## config.mk

```make
export PLATFORM = sky130hd
export DESIGN_NAME = mono_downsample_8x8_coverage_unit_flat
export DESIGN_NICKNAME = d
export VERILOG_FILES = /design/src/rtl/core/mds8_pkg.sv /design/src/rtl/core/mds8_if.sv /design/src/rtl/core/mono_downsample_8x8_coverage_unit.sv /design/src/rtl/core/mds8_colstore.sv /design/src/flat_wrapper.sv
export SDC_FILE = /design/constraint.sdc
export NUM_CORES = 1
export LEC_CHECK = 0
export ABC_AREA = 1
export BUFFER_PORTS_ARGS = -buffer_cell sky130_fd_sc_hd__buf_2
export CAP_MARGIN = 20
export CORE_MARGIN = 10
export CORE_UTILIZATION = 50
export CTS_BUF_LIST = sky130_fd_sc_hd__clkbuf_2 sky130_fd_sc_hd__clkbuf_4 sky130_fd_sc_hd__clkbuf_8
export DETAILED_ROUTE_END_ITERATION = 8
export PLACE_DENSITY_LB_ADDON = 0.2
export SLEW_MARGIN = 5
export SYNTH_ARGS = -nofsm -noshare
export SYNTH_HDL_FRONTEND = slang
export SYNTH_SLANG_ARGS = --single-unit
export TNS_END_PERCENT = 1
```

## constraint.sdc

```tcl
create_clock -name clk -period 7.9 [get_ports clk]
set_input_delay 0.395 -clock clk [delete_from_list [all_inputs] [get_ports clk]]
set_output_delay 0.395 -clock clk [all_outputs]
set_load 0.02 [all_outputs]
```

## src/rtl/core/mds8_pkg.sv

```systemverilog
`timescale 1ns / 1ps
`default_nettype none
// ----------------------------------------------------------------------------
// mds8_pkg: shared types and constants for the 8x8 mono coverage downsampler
// Sizes of the column store and the position counters, register indexes,
// and the masked popcount used on each input item.
// ----------------------------------------------------------------------------
package mds8_pkg;

	localparam int MAX_COLUMNS = 64;
	localparam int MAX_ROWS    = 512;

	localparam int COL_W  = $clog2(MAX_COLUMNS);   // byte column index
	localparam int ROW_W  = $clog2(MAX_ROWS);      // source row index
	localparam int CFG_W  = 10;                    // register width
	localparam int BYTES_W = COL_W + 1;            // bytes per row, up to MAX_COLUMNS
	localparam int COV_W  = 7;                     // 0..64
	localparam int POP_W  = 4;                     // 0..8
	localparam int IDX_W  = 2;

	localparam logic [CFG_W-1:0] MAX_WIDTH_PX = CFG_W'(MAX_COLUMNS * 8);
	localparam logic [CFG_W-1:0] MAX_HEIGHT   = CFG_W'(MAX_ROWS);
	localparam logic [CFG_W-1:0] WIDTH_RST    = CFG_W'(8);
	localparam logic [CFG_W-1:0] HEIGHT_RST   = CFG_W'(8);

	typedef enum logic [IDX_W-1:0] {
		CFG_GLYPH_WIDTH  = 2'd0,
		CFG_GLYPH_HEIGHT = 2'd1
	} cfg_idx_t;

	// write side of the column store; keep low clears the entry
	typedef struct packed {
		logic             en;
		logic             keep;
		logic [COL_W-1:0] addr;
		logic [COV_W-1:0] data;
	} col_wr_t;

	function automatic logic [POP_W-1:0] count_bits(input logic [7:0] v);
		logic [7:0] n;
		n = (v & 8'h55) + ((v & 8'haa) >> 1);
		n = (n & 8'h33) + ((n & 8'hcc) >> 2);
		n = (n & 8'h0f) + ((n & 8'hf0) >> 4);
		return n[POP_W-1:0];
	endfunction

	// keeps the leftmost n pixels, n in 1..7
	function automatic logic [7:0] tail_mask(input logic [2:0] n);
		logic [3:0] sh;
		sh = 4'd8 - {1'b0, n};
		return 8'hff << sh;
	endfunction

endpackage
`default_nettype wire

```

## src/rtl/core/mds8_if.sv

```systemverilog
`timescale 1ns / 1ps
`default_nettype none
// ----------------------------------------------------------------------------
// mds8 channel interfaces
// Valid/ready channels for pixel bytes in and coverage cells out.
// ----------------------------------------------------------------------------
interface mds8_pix_if;
	logic       valid;
	logic       ready;
	logic [7:0] pixel_byte;

	modport source (output valid, output pixel_byte, input ready);
	modport sink   (input valid, input pixel_byte, output ready);
endinterface

interface mds8_cov_if;
	logic                     valid;
	logic                     ready;
	logic [mds8_pkg::COV_W-1:0] coverage;
	logic                     end_of_row;
	logic                     end_of_glyph;

	modport source (output valid, output coverage, output end_of_row,
		output end_of_glyph, input ready);
	modport sink   (input valid, input coverage, input end_of_row,
		input end_of_glyph, output ready);
endinterface
`default_nettype wire

```

## src/rtl/core/mono_downsample_8x8_coverage_unit.sv

```systemverilog
`timescale 1ns / 1ps
`default_nettype none
// ----------------------------------------------------------------------------
// mono_downsample_8x8_coverage_unit: 1bpp glyph to 8x8 box coverage
// Accumulates masked byte popcounts per byte column and emits one cell per
// byte on the last row of each 8-row band and on the glyph's last row.
// ----------------------------------------------------------------------------
// Takes one pixel byte per clock with no gaps of its own. An item is held in
// one stage while its column's running sum is read from a 64 x 7 RAM (read
// data registered, same-column back-to-back reads forwarded); when the stage
// advances it writes the sum back and, on a flushing row, loads the output
// register, from which the result is visible. Input stalls only when a
// flushing item finds the output register full and not being drained.
// Accumulators are marked empty by per-column flags, so there is no clearing
// pass after reset. Writing either register restarts the glyph.
module mono_downsample_8x8_coverage_unit (
	input  wire logic                          clk,
	input  wire logic                          arst_n,
	input  wire logic                          cfg_we,
	input  wire logic [mds8_pkg::IDX_W-1:0]    cfg_index,
	input  wire logic [mds8_pkg::CFG_W-1:0]    cfg_wdata,
	mds8_pix_if.sink                           pix,
	mds8_cov_if.source                         cov
);

	logic [mds8_pkg::CFG_W-1:0] width_q;
	logic [mds8_pkg::CFG_W-1:0] height_q;
	logic [mds8_pkg::COL_W-1:0] col_q;
	logic [mds8_pkg::ROW_W-1:0] row_q;

	logic [mds8_pkg::CFG_W-1:0]   eff_w;
	logic [mds8_pkg::CFG_W-1:0]   eff_h;
	logic [mds8_pkg::CFG_W-1:0]   w_round;
	logic [mds8_pkg::BYTES_W-1:0] bytes;
	logic                         last_col;
	logic                         last_row;
	logic [7:0]                   masked;
	logic                         accept;
	logic                         restart;

	logic                         valid_s1;
	logic [mds8_pkg::POP_W-1:0]   pop_s1;
	logic [mds8_pkg::COL_W-1:0]   col_s1;
	logic                         flush_s1;
	logic                         eor_s1;
	logic                         eog_s1;
	logic                         adv_s1;
	logic                         out_free;

	logic [mds8_pkg::COV_W-1:0]   base;
	logic [mds8_pkg::COV_W-1:0]   sum;
	mds8_pkg::col_wr_t            wr;

	logic                         out_valid_q;
	logic [mds8_pkg::COV_W-1:0]   cov_q;
	logic                         eor_q;
	logic                         eog_q;

	assign restart = cfg_we && ((cfg_index == mds8_pkg::CFG_GLYPH_WIDTH)
		|| (cfg_index == mds8_pkg::CFG_GLYPH_HEIGHT));

	always_ff @(posedge clk or negedge arst_n) begin
		if (!arst_n) begin
			width_q  <= mds8_pkg::WIDTH_RST;
			height_q <= mds8_pkg::HEIGHT_RST;
		end else if (cfg_we) begin
			case (cfg_index)
				mds8_pkg::CFG_GLYPH_WIDTH:  width_q  <= cfg_wdata;
				mds8_pkg::CFG_GLYPH_HEIGHT: height_q <= cfg_wdata;
				default: ;
			endcase
		end
	end

	// effective geometry, zero and oversize clamped
	always_comb begin
		eff_w = width_q;
		if (width_q == '0) begin
			eff_w = mds8_pkg::CFG_W'(1);
		end else if (width_q > mds8_pkg::MAX_WIDTH_PX) begin
			eff_w = mds8_pkg::MAX_WIDTH_PX;
		end
		eff_h = height_q;
		if (height_q == '0) begin
			eff_h = mds8_pkg::CFG_W'(1);
		end else if (height_q > mds8_pkg::MAX_HEIGHT) begin
			eff_h = mds8_pkg::MAX_HEIGHT;
		end
		// eff_w is at most 512, so the rounded width stays within CFG_W bits
		w_round  = eff_w + mds8_pkg::CFG_W'(7);
		bytes    = w_round[mds8_pkg::CFG_W-1:3];
		last_col = ({1'b0, col_q} == (bytes - mds8_pkg::BYTES_W'(1)));
		last_row = ({1'b0, row_q} == (eff_h - mds8_pkg::CFG_W'(1)));
		masked   = pix.pixel_byte;
		if (last_col && (eff_w[2:0] != 3'd0)) begin
			masked = pix.pixel_byte & mds8_pkg::tail_mask(eff_w[2:0]);
		end
	end

	assign out_free  = !out_valid_q || cov.ready;
	assign adv_s1    = !flush_s1 || out_free;
	assign pix.ready = !valid_s1 || adv_s1;
	assign accept    = pix.valid && pix.ready;

	// raster position
	always_ff @(posedge clk or negedge arst_n) begin
		if (!arst_n) begin
			col_q <= '0;
			row_q <= '0;
		end else if (restart) begin
			col_q <= '0;
			row_q <= '0;
		end else if (accept) begin
			if (last_col) begin
				col_q <= '0;
				row_q <= last_row ? '0 : row_q + mds8_pkg::ROW_W'(1);
			end else begin
				col_q <= col_q + mds8_pkg::COL_W'(1);
			end
		end
	end

	always_ff @(posedge clk or negedge arst_n) begin
		if (!arst_n) begin
			valid_s1 <= 1'b0;
		end else if (accept) begin
			valid_s1 <= 1'b1;
		end else if (adv_s1) begin
			valid_s1 <= 1'b0;
		end
	end

	always_ff @(posedge clk) begin
		if (accept) begin
			pop_s1   <= mds8_pkg::count_bits(masked);
			col_s1   <= col_q;
			flush_s1 <= (row_q[2:0] == 3'd7) || last_row;
			eor_s1   <= last_col;
			eog_s1   <= last_col && last_row;
		end
	end

	assign sum = base + mds8_pkg::COV_W'(pop_s1);

	always_comb begin
		wr.en   = valid_s1 && adv_s1;
		wr.keep = !flush_s1;
		wr.addr = col_s1;
		wr.data = sum;
	end

	mds8_colstore u_colstore (
		.clk     (clk),
		.arst_n  (arst_n),
		.clear   (restart),
		.rd_en   (accept),
		.rd_addr (col_q),
		.wr      (wr),
		.rd_data (base)
	);

	always_ff @(posedge clk or negedge arst_n) begin
		if (!arst_n) begin
			out_valid_q <= 1'b0;
		end else if (wr.en && flush_s1) begin
			out_valid_q <= 1'b1;
		end else if (cov.ready) begin
			out_valid_q <= 1'b0;
		end
	end

	always_ff @(posedge clk) begin
		if (wr.en && flush_s1) begin
			cov_q <= sum;
			eor_q <= eor_s1;
			eog_q <= eog_s1;
		end
	end

	assign cov.valid        = out_valid_q;
	assign cov.coverage     = cov_q;
	assign cov.end_of_row   = eor_q;
	assign cov.end_of_glyph = eog_q;

	// a cell covers at most 64 pixels
	a_cov_range: assert property (@(posedge clk) disable iff (!arst_n)
		out_valid_q |-> (cov_q <= mds8_pkg::COV_W'(64)))
		else $error("coverage above 64");

	a_eog_eor: assert property (@(posedge clk) disable iff (!arst_n)
		out_valid_q && eog_q |-> eor_q)
		else $error("end of glyph without end of row");

	// a flushing item that cannot leave must stay put
	a_flush_hold: assert property (@(posedge clk) disable iff (!arst_n)
		valid_s1 && flush_s1 && !out_free |=> valid_s1 && $stable(col_s1))
		else $error("flushing item lost while output blocked");

	a_col_bound: assert property (@(posedge clk) disable iff (!arst_n)
		{1'b0, col_q} < bytes)
		else $error("byte column beyond row length");

endmodule
`default_nettype wire

```

## src/rtl/core/mds8_colstore.sv

```systemverilog
`timescale 1ns / 1ps
`default_nettype none
// ----------------------------------------------------------------------------
// mds8_colstore: per-column coverage accumulators
// Single-port-write, registered-read RAM with a valid flag per entry; an
// invalid entry reads as zero. A read on the same edge as a write to the
// same column picks up the written value.
// ----------------------------------------------------------------------------
module mds8_colstore (
	input  wire logic                         clk,
	input  wire logic                         arst_n,
	input  wire logic                         clear,
	input  wire logic                         rd_en,
	input  wire logic [mds8_pkg::COL_W-1:0]   rd_addr,
	input  wire mds8_pkg::col_wr_t            wr,
	output logic      [mds8_pkg::COV_W-1:0]   rd_data
);

	logic [mds8_pkg::COV_W-1:0] mem [mds8_pkg::MAX_COLUMNS];
	logic [mds8_pkg::MAX_COLUMNS-1:0] vld_q;
	logic [mds8_pkg::COV_W-1:0] rdata_q;
	logic                       rvld_q;
	logic                       byp_q;
	logic [mds8_pkg::COV_W-1:0] bypd_q;

	always_ff @(posedge clk) begin
		if (wr.en && wr.keep) begin
			mem[wr.addr] <= wr.data;
		end
		if (rd_en) begin
			rdata_q <= mem[rd_addr];
			rvld_q  <= vld_q[rd_addr];
			byp_q   <= wr.en && (wr.addr == rd_addr);
			bypd_q  <= wr.keep ? wr.data : '0;
		end
	end

	always_ff @(posedge clk or negedge arst_n) begin
		if (!arst_n) begin
			vld_q <= '0;
		end else if (clear) begin
			vld_q <= '0;
		end else if (wr.en) begin
			vld_q[wr.addr] <= wr.keep;
		end
	end

	always_comb begin
		if (byp_q) begin
			rd_data = bypd_q;
		end else if (rvld_q) begin
			rd_data = rdata_q;
		end else begin
			rd_data = '0;
		end
	end

endmodule
`default_nettype wire
```

## src/flat_wrapper.sv

```systemverilog
// flat-port wrapper written by rule: the top's interface ports become plain ports
module mono_downsample_8x8_coverage_unit_flat 
  (clk, arst_n, cfg_we, cfg_index, cfg_wdata, pix_valid, pix_pixel_byte, pix_ready, cov_valid, cov_coverage, cov_end_of_row, cov_end_of_glyph, cov_ready);
  mds8_pix_if pix_i ();
  mds8_cov_if cov_i ();
  input  wire logic clk;
  input  wire logic arst_n;
  input  wire logic cfg_we;
  input  wire logic [mds8_pkg::IDX_W-1:0] cfg_index;
  input  wire logic [mds8_pkg::CFG_W-1:0] cfg_wdata;
  input wire logic [$bits(pix_i.valid)-1:0] pix_valid;
  input wire logic [$bits(pix_i.pixel_byte)-1:0] pix_pixel_byte;
  output wire logic [$bits(pix_i.ready)-1:0] pix_ready;
  output wire logic [$bits(cov_i.valid)-1:0] cov_valid;
  output wire logic [$bits(cov_i.coverage)-1:0] cov_coverage;
  output wire logic [$bits(cov_i.end_of_row)-1:0] cov_end_of_row;
  output wire logic [$bits(cov_i.end_of_glyph)-1:0] cov_end_of_glyph;
  input wire logic [$bits(cov_i.ready)-1:0] cov_ready;
  assign pix_i.valid = pix_valid;
  assign pix_i.pixel_byte = pix_pixel_byte;
  assign pix_ready = pix_i.ready;
  assign cov_valid = cov_i.valid;
  assign cov_coverage = cov_i.coverage;
  assign cov_end_of_row = cov_i.end_of_row;
  assign cov_end_of_glyph = cov_i.end_of_glyph;
  assign cov_i.ready = cov_ready;
  mono_downsample_8x8_coverage_unit u_core (.clk(clk), .arst_n(arst_n), .cfg_we(cfg_we), .cfg_index(cfg_index), .cfg_wdata(cfg_wdata), .pix(pix_i), .cov(cov_i));
endmodule
```

==> flow_summary.yaml <==
placed_design:
  portBuffers: 35
  routabilityCongestion: 0.856
  place_area_mm2: 0.0266
  dp_hpwl_mm: 38.7
route:
  first_pass_iters: 6
  drc: 0
  vias_per_cell: 5.94
  drtIter0Drc: 2052
  wirelength_mm: 68.0
  wl_per_cell_um: 21.6
  num_vias: 18700
  antenna_left: 0
timing:
  setup-tns-final_ns: 0
  slew_headroom_pct: 26.3
  drv_slew: 0
  period_minus_slack_ns: 5.08
  worst_pin_slew_ns: 1.10
  max_freq_ghz: 0.197
  rsz0062_at_grt: "no"
  hold_violations: 0
  setup_viol_count_final: 0
  skew_ns: 0.0265
  fin_crit_sh_pct: 64.3
cts:
  cts.sinks: 587
  cts_resized: 0
  worstSkewPairLatency_ns: 0.69
  clock_path_buffers: 3
  clk_pin_slew_ns: 0.06
  numCtsBuffers: 94
  htreeDepth: 3
  cts_tree: "done"
  clock_tree.root_cell: "clkbuf_8"
critical_path:
  required_ns: 8.32
  cp-start-kind: "flip-flop"
  slowest_stage: "fa_1"
  worstSetupPathType: "flip-flop to flip-flop"
  end_kind: "flip-flop"
  worst_ep_arrival_time_ns: 5.50
  cp_max_fo: 10
  cpPeakStageDelay_ns: 0.51
  crit_top_cell: "nand2_1"
global_route:
  grt_usage_pct: 22.1
  antenna_found_initial: 0
  grt_pass1_wl_mm: 105
  grt-ovfl-total: 0
  grt_max_degree: 104
  grt_pass1_vias: 18000
final_layout:
  regArea_mm2: 0.0171
  layout-drive-gt1-share_pct: 12.2
  fillers: 4292
  diodes: 0
  area_growth_pct: 11.8
  nets: 2438
  multi_input_area_mm2: 0.00768
  fin_area_mm2: 0.0288
worst_hold_path:
  hold_path_class: "input port to flip-flop"
floorplanning:
  die_x_um: 247
  fp.dieArea_mm2: 0.0610
  ios: 36
  rows: 83
  die_h_um: 247
  start_util_pct: 50.3
  fp.coreArea_mm2: 0.0512
yosys:
  synth-seq-cells: 587
  synth_cell_types: 47
  async_flop_share_pct: 17.2
  synth_cells: 2330
  yosys_warnings: 0
  synth_nets: 2381
  ys.flop_type: "edfxtp_1"
  yosysSeqAreaShare_pct: 66.4
  synth_edf_count: 486
  avgSynthCellArea_um2: 11.1
  syn_area_mm2: 0.0258
power_and_ir_drop:
  power_density_mw_per_mm2: 349
  leakagePower_nw: 10.4
  vdd_drop_max_mv: 0.323
run_status:
  status: "complete, no violations"
job:
  max-cap-violations: 0
-- metal layers --
layer,GRT usage (%),vias up,routed length (um)
met4,6.64,0,1670
met2,35.1,822,31700
met1,30.6,9152,29000
li1,-,8590,-
met5,0,-,0
met3,3.86,126,5620
-- synthesized netlist by cell type (3+ instances only) --
library cell  number  area, um^2
fa_1               4        80.1
inv_1            112         420
nand3b_1           3        22.5
nand3_1           77         385
buf_1              9        33.8
edfxtp_1         486       14600
nor3_1            86         430
o21ai_0          282        1410
a211oi_1          64         480
nor2_1           374        1400
nand2_1          227         852
nand4_1           41         257
a32o_1             5        50.1
ha_1              22         275
o22ai_1           83         519
o21ai_1            4        20.0
o211ai_1          18         135
o21a_1             3        22.5
o221ai_1          46         403
a21oi_1           75         375
nand2_2            4        25.0
clkbuf_1         146         548
xnor2_1            3        26.3
nor2_2             5        31.3
a31oi_1            5        31.3
xor2_1            17         149
dfrtp_1           99        2480
clkinv_1           4        15.0
-- cells in the final DEF, fill, tap and decap left out, types with 3 or more instances in the layout --
cell type      instances
o211ai_1              18
clkinv_1              25
buf_4                 44
clkinv_2              11
dlygate4sd3_1         11
clkbuf_4              35
clkbuf_8             103
nor2_4                 5
a31oi_1                5
dfrtp_1               96
nor2_2                 6
xor2_1                16
a21oi_1               75
clkbuf_2               5
a32o_1                 5
o221ai_1              46
ha_1                  21
nand3b_1               3
nand4_1               41
nor2_1               370
o22ai_1               83
a211oi_1              64
nand2_1              225
nor3_1                85
o21a_1                 3
buf_2                 53
inv_2                  4
o21ai_1                4
fa_1                   3
nand3_1               77
nand2_2                6
edfxtp_1             486
inv_1                109
bufinv_16              3
o21ai_0              282
-- state kept, by name, summed over array words and instances, names as in the netlist --
| name | cells |
|---|---|
| u_core.cov.end_of_glyph | 1 |
| u_core.cov.end_of_row | 1 |
| u_core.flush_s1 | 1 |
| u_core.col_q | 6 |
| u_core.u_colstore.byp_q | 1 |
| u_core.u_colstore.rvld_q | 1 |
| u_core.u_colstore.rdata_q | 7 |
| u_core.eor_s1 | 1 |
| u_core.eog_s1 | 1 |
| u_core.row_q | 9 |
| u_core.valid_s1 | 1 |
| u_core.u_colstore.mem | 448 |
| u_core.pop_s1 | 4 |
| u_core.height_q | 10 |
| u_core.u_colstore.vld_q | 64 |
| u_core.u_colstore.bypd_q | 7 |
| u_core.cov.coverage | 7 |
| u_core.cov.valid | 1 |
| u_core.width_q | 10 |
| u_core.col_s1 | 6 |
-- metrics by stage --
step                      std cells  util (%)  total power [mW]  setup WS, ns  hold slack, ns
after floorplan                2330         -              6.24          3.35          0.0994
after global placement         2925      51.9              7.36          3.02           0.347
after detailed placement       2936      52.0              7.43          2.83           0.352
after CTS                      3120      56.0              10.1          2.80         0.00904
after global routing           3144      56.3              10.5          2.33          0.0367
final                          3144      56.3              10.0          2.82          0.0535
-- worst max-delay path: cells and delay by family, from the launching register on --
| family | cells | cell delay, ns |
|---|---|---|
| adders and majority gates | 6 | 1.87 |
| and+or+nand+nor | 11 | 1.48 |
| DFF | 1 | 0.43 |
| AOI/OAI and AO/OA | 2 | 0.37 |
| xor gates and xnor gates | 2 | 0.34 |
| buffers and inverters | 4 | 0.33 |
-- repair_timing --
item	4_1_cts	5_1_grt
buffers inserted	0	0
hold buffers	11	0
hold endpoints to repair	42	0
endpoints found under the setup margin	0	0
-- cell families after synthesis --
logic type,share of synthesized area [%]
AOI/OAI and AO/OA,13.7
xor gates and xnor gates,0.859
adders and majority gates,1.38
buffers and inverters,4.06
DFF,66.4
and+or+nand+nor,13.6
-- final timing paths --
path	startpoint	slack, ns	cells past startpoint	endpoint
min	cfg_wdata[6]	0.05	3	u_core.width_q[6]$_DFFE_PN0P_
max in group asynchronous	arst_n	6.32	3	u_core.col_q[0]$_DFFE_PN0P_
max	u_core.width_q[5]$_DFFE_PN0P_	2.82	25	u_core.pop_s1[2]$_DFFE_PP_
min in group asynchronous	arst_n	0.19	2	u_core.cov.valid$_DFFE_PN0P_
max reg2reg	u_core.width_q[5]$_DFFE_PN0P_	2.82	25	u_core.pop_s1[2]$_DFFE_PP_
min reg2reg	u_core.eog_s1$_DFFE_PP_	0.42	0	u_core.cov.end_of_glyph$_DFFE_PP_
-- final cells by class --
cell class              instances  area share, %
clock buffers                 132           5.68
clock inverters                41           1.00
multi-input cells            1467           26.7
well taps                     680           2.95
inverters                     118           1.55
flip-flops and latches        587           59.5
repair buffers                119           2.69
-- report_power, final --
group          internal (mW)  switching [mW]
Combinational          0.736            2.30
Clock                   1.44            1.19
Sequential              4.19           0.177
Total                   6.37            3.67
Power figures use the tool's default switching activity.
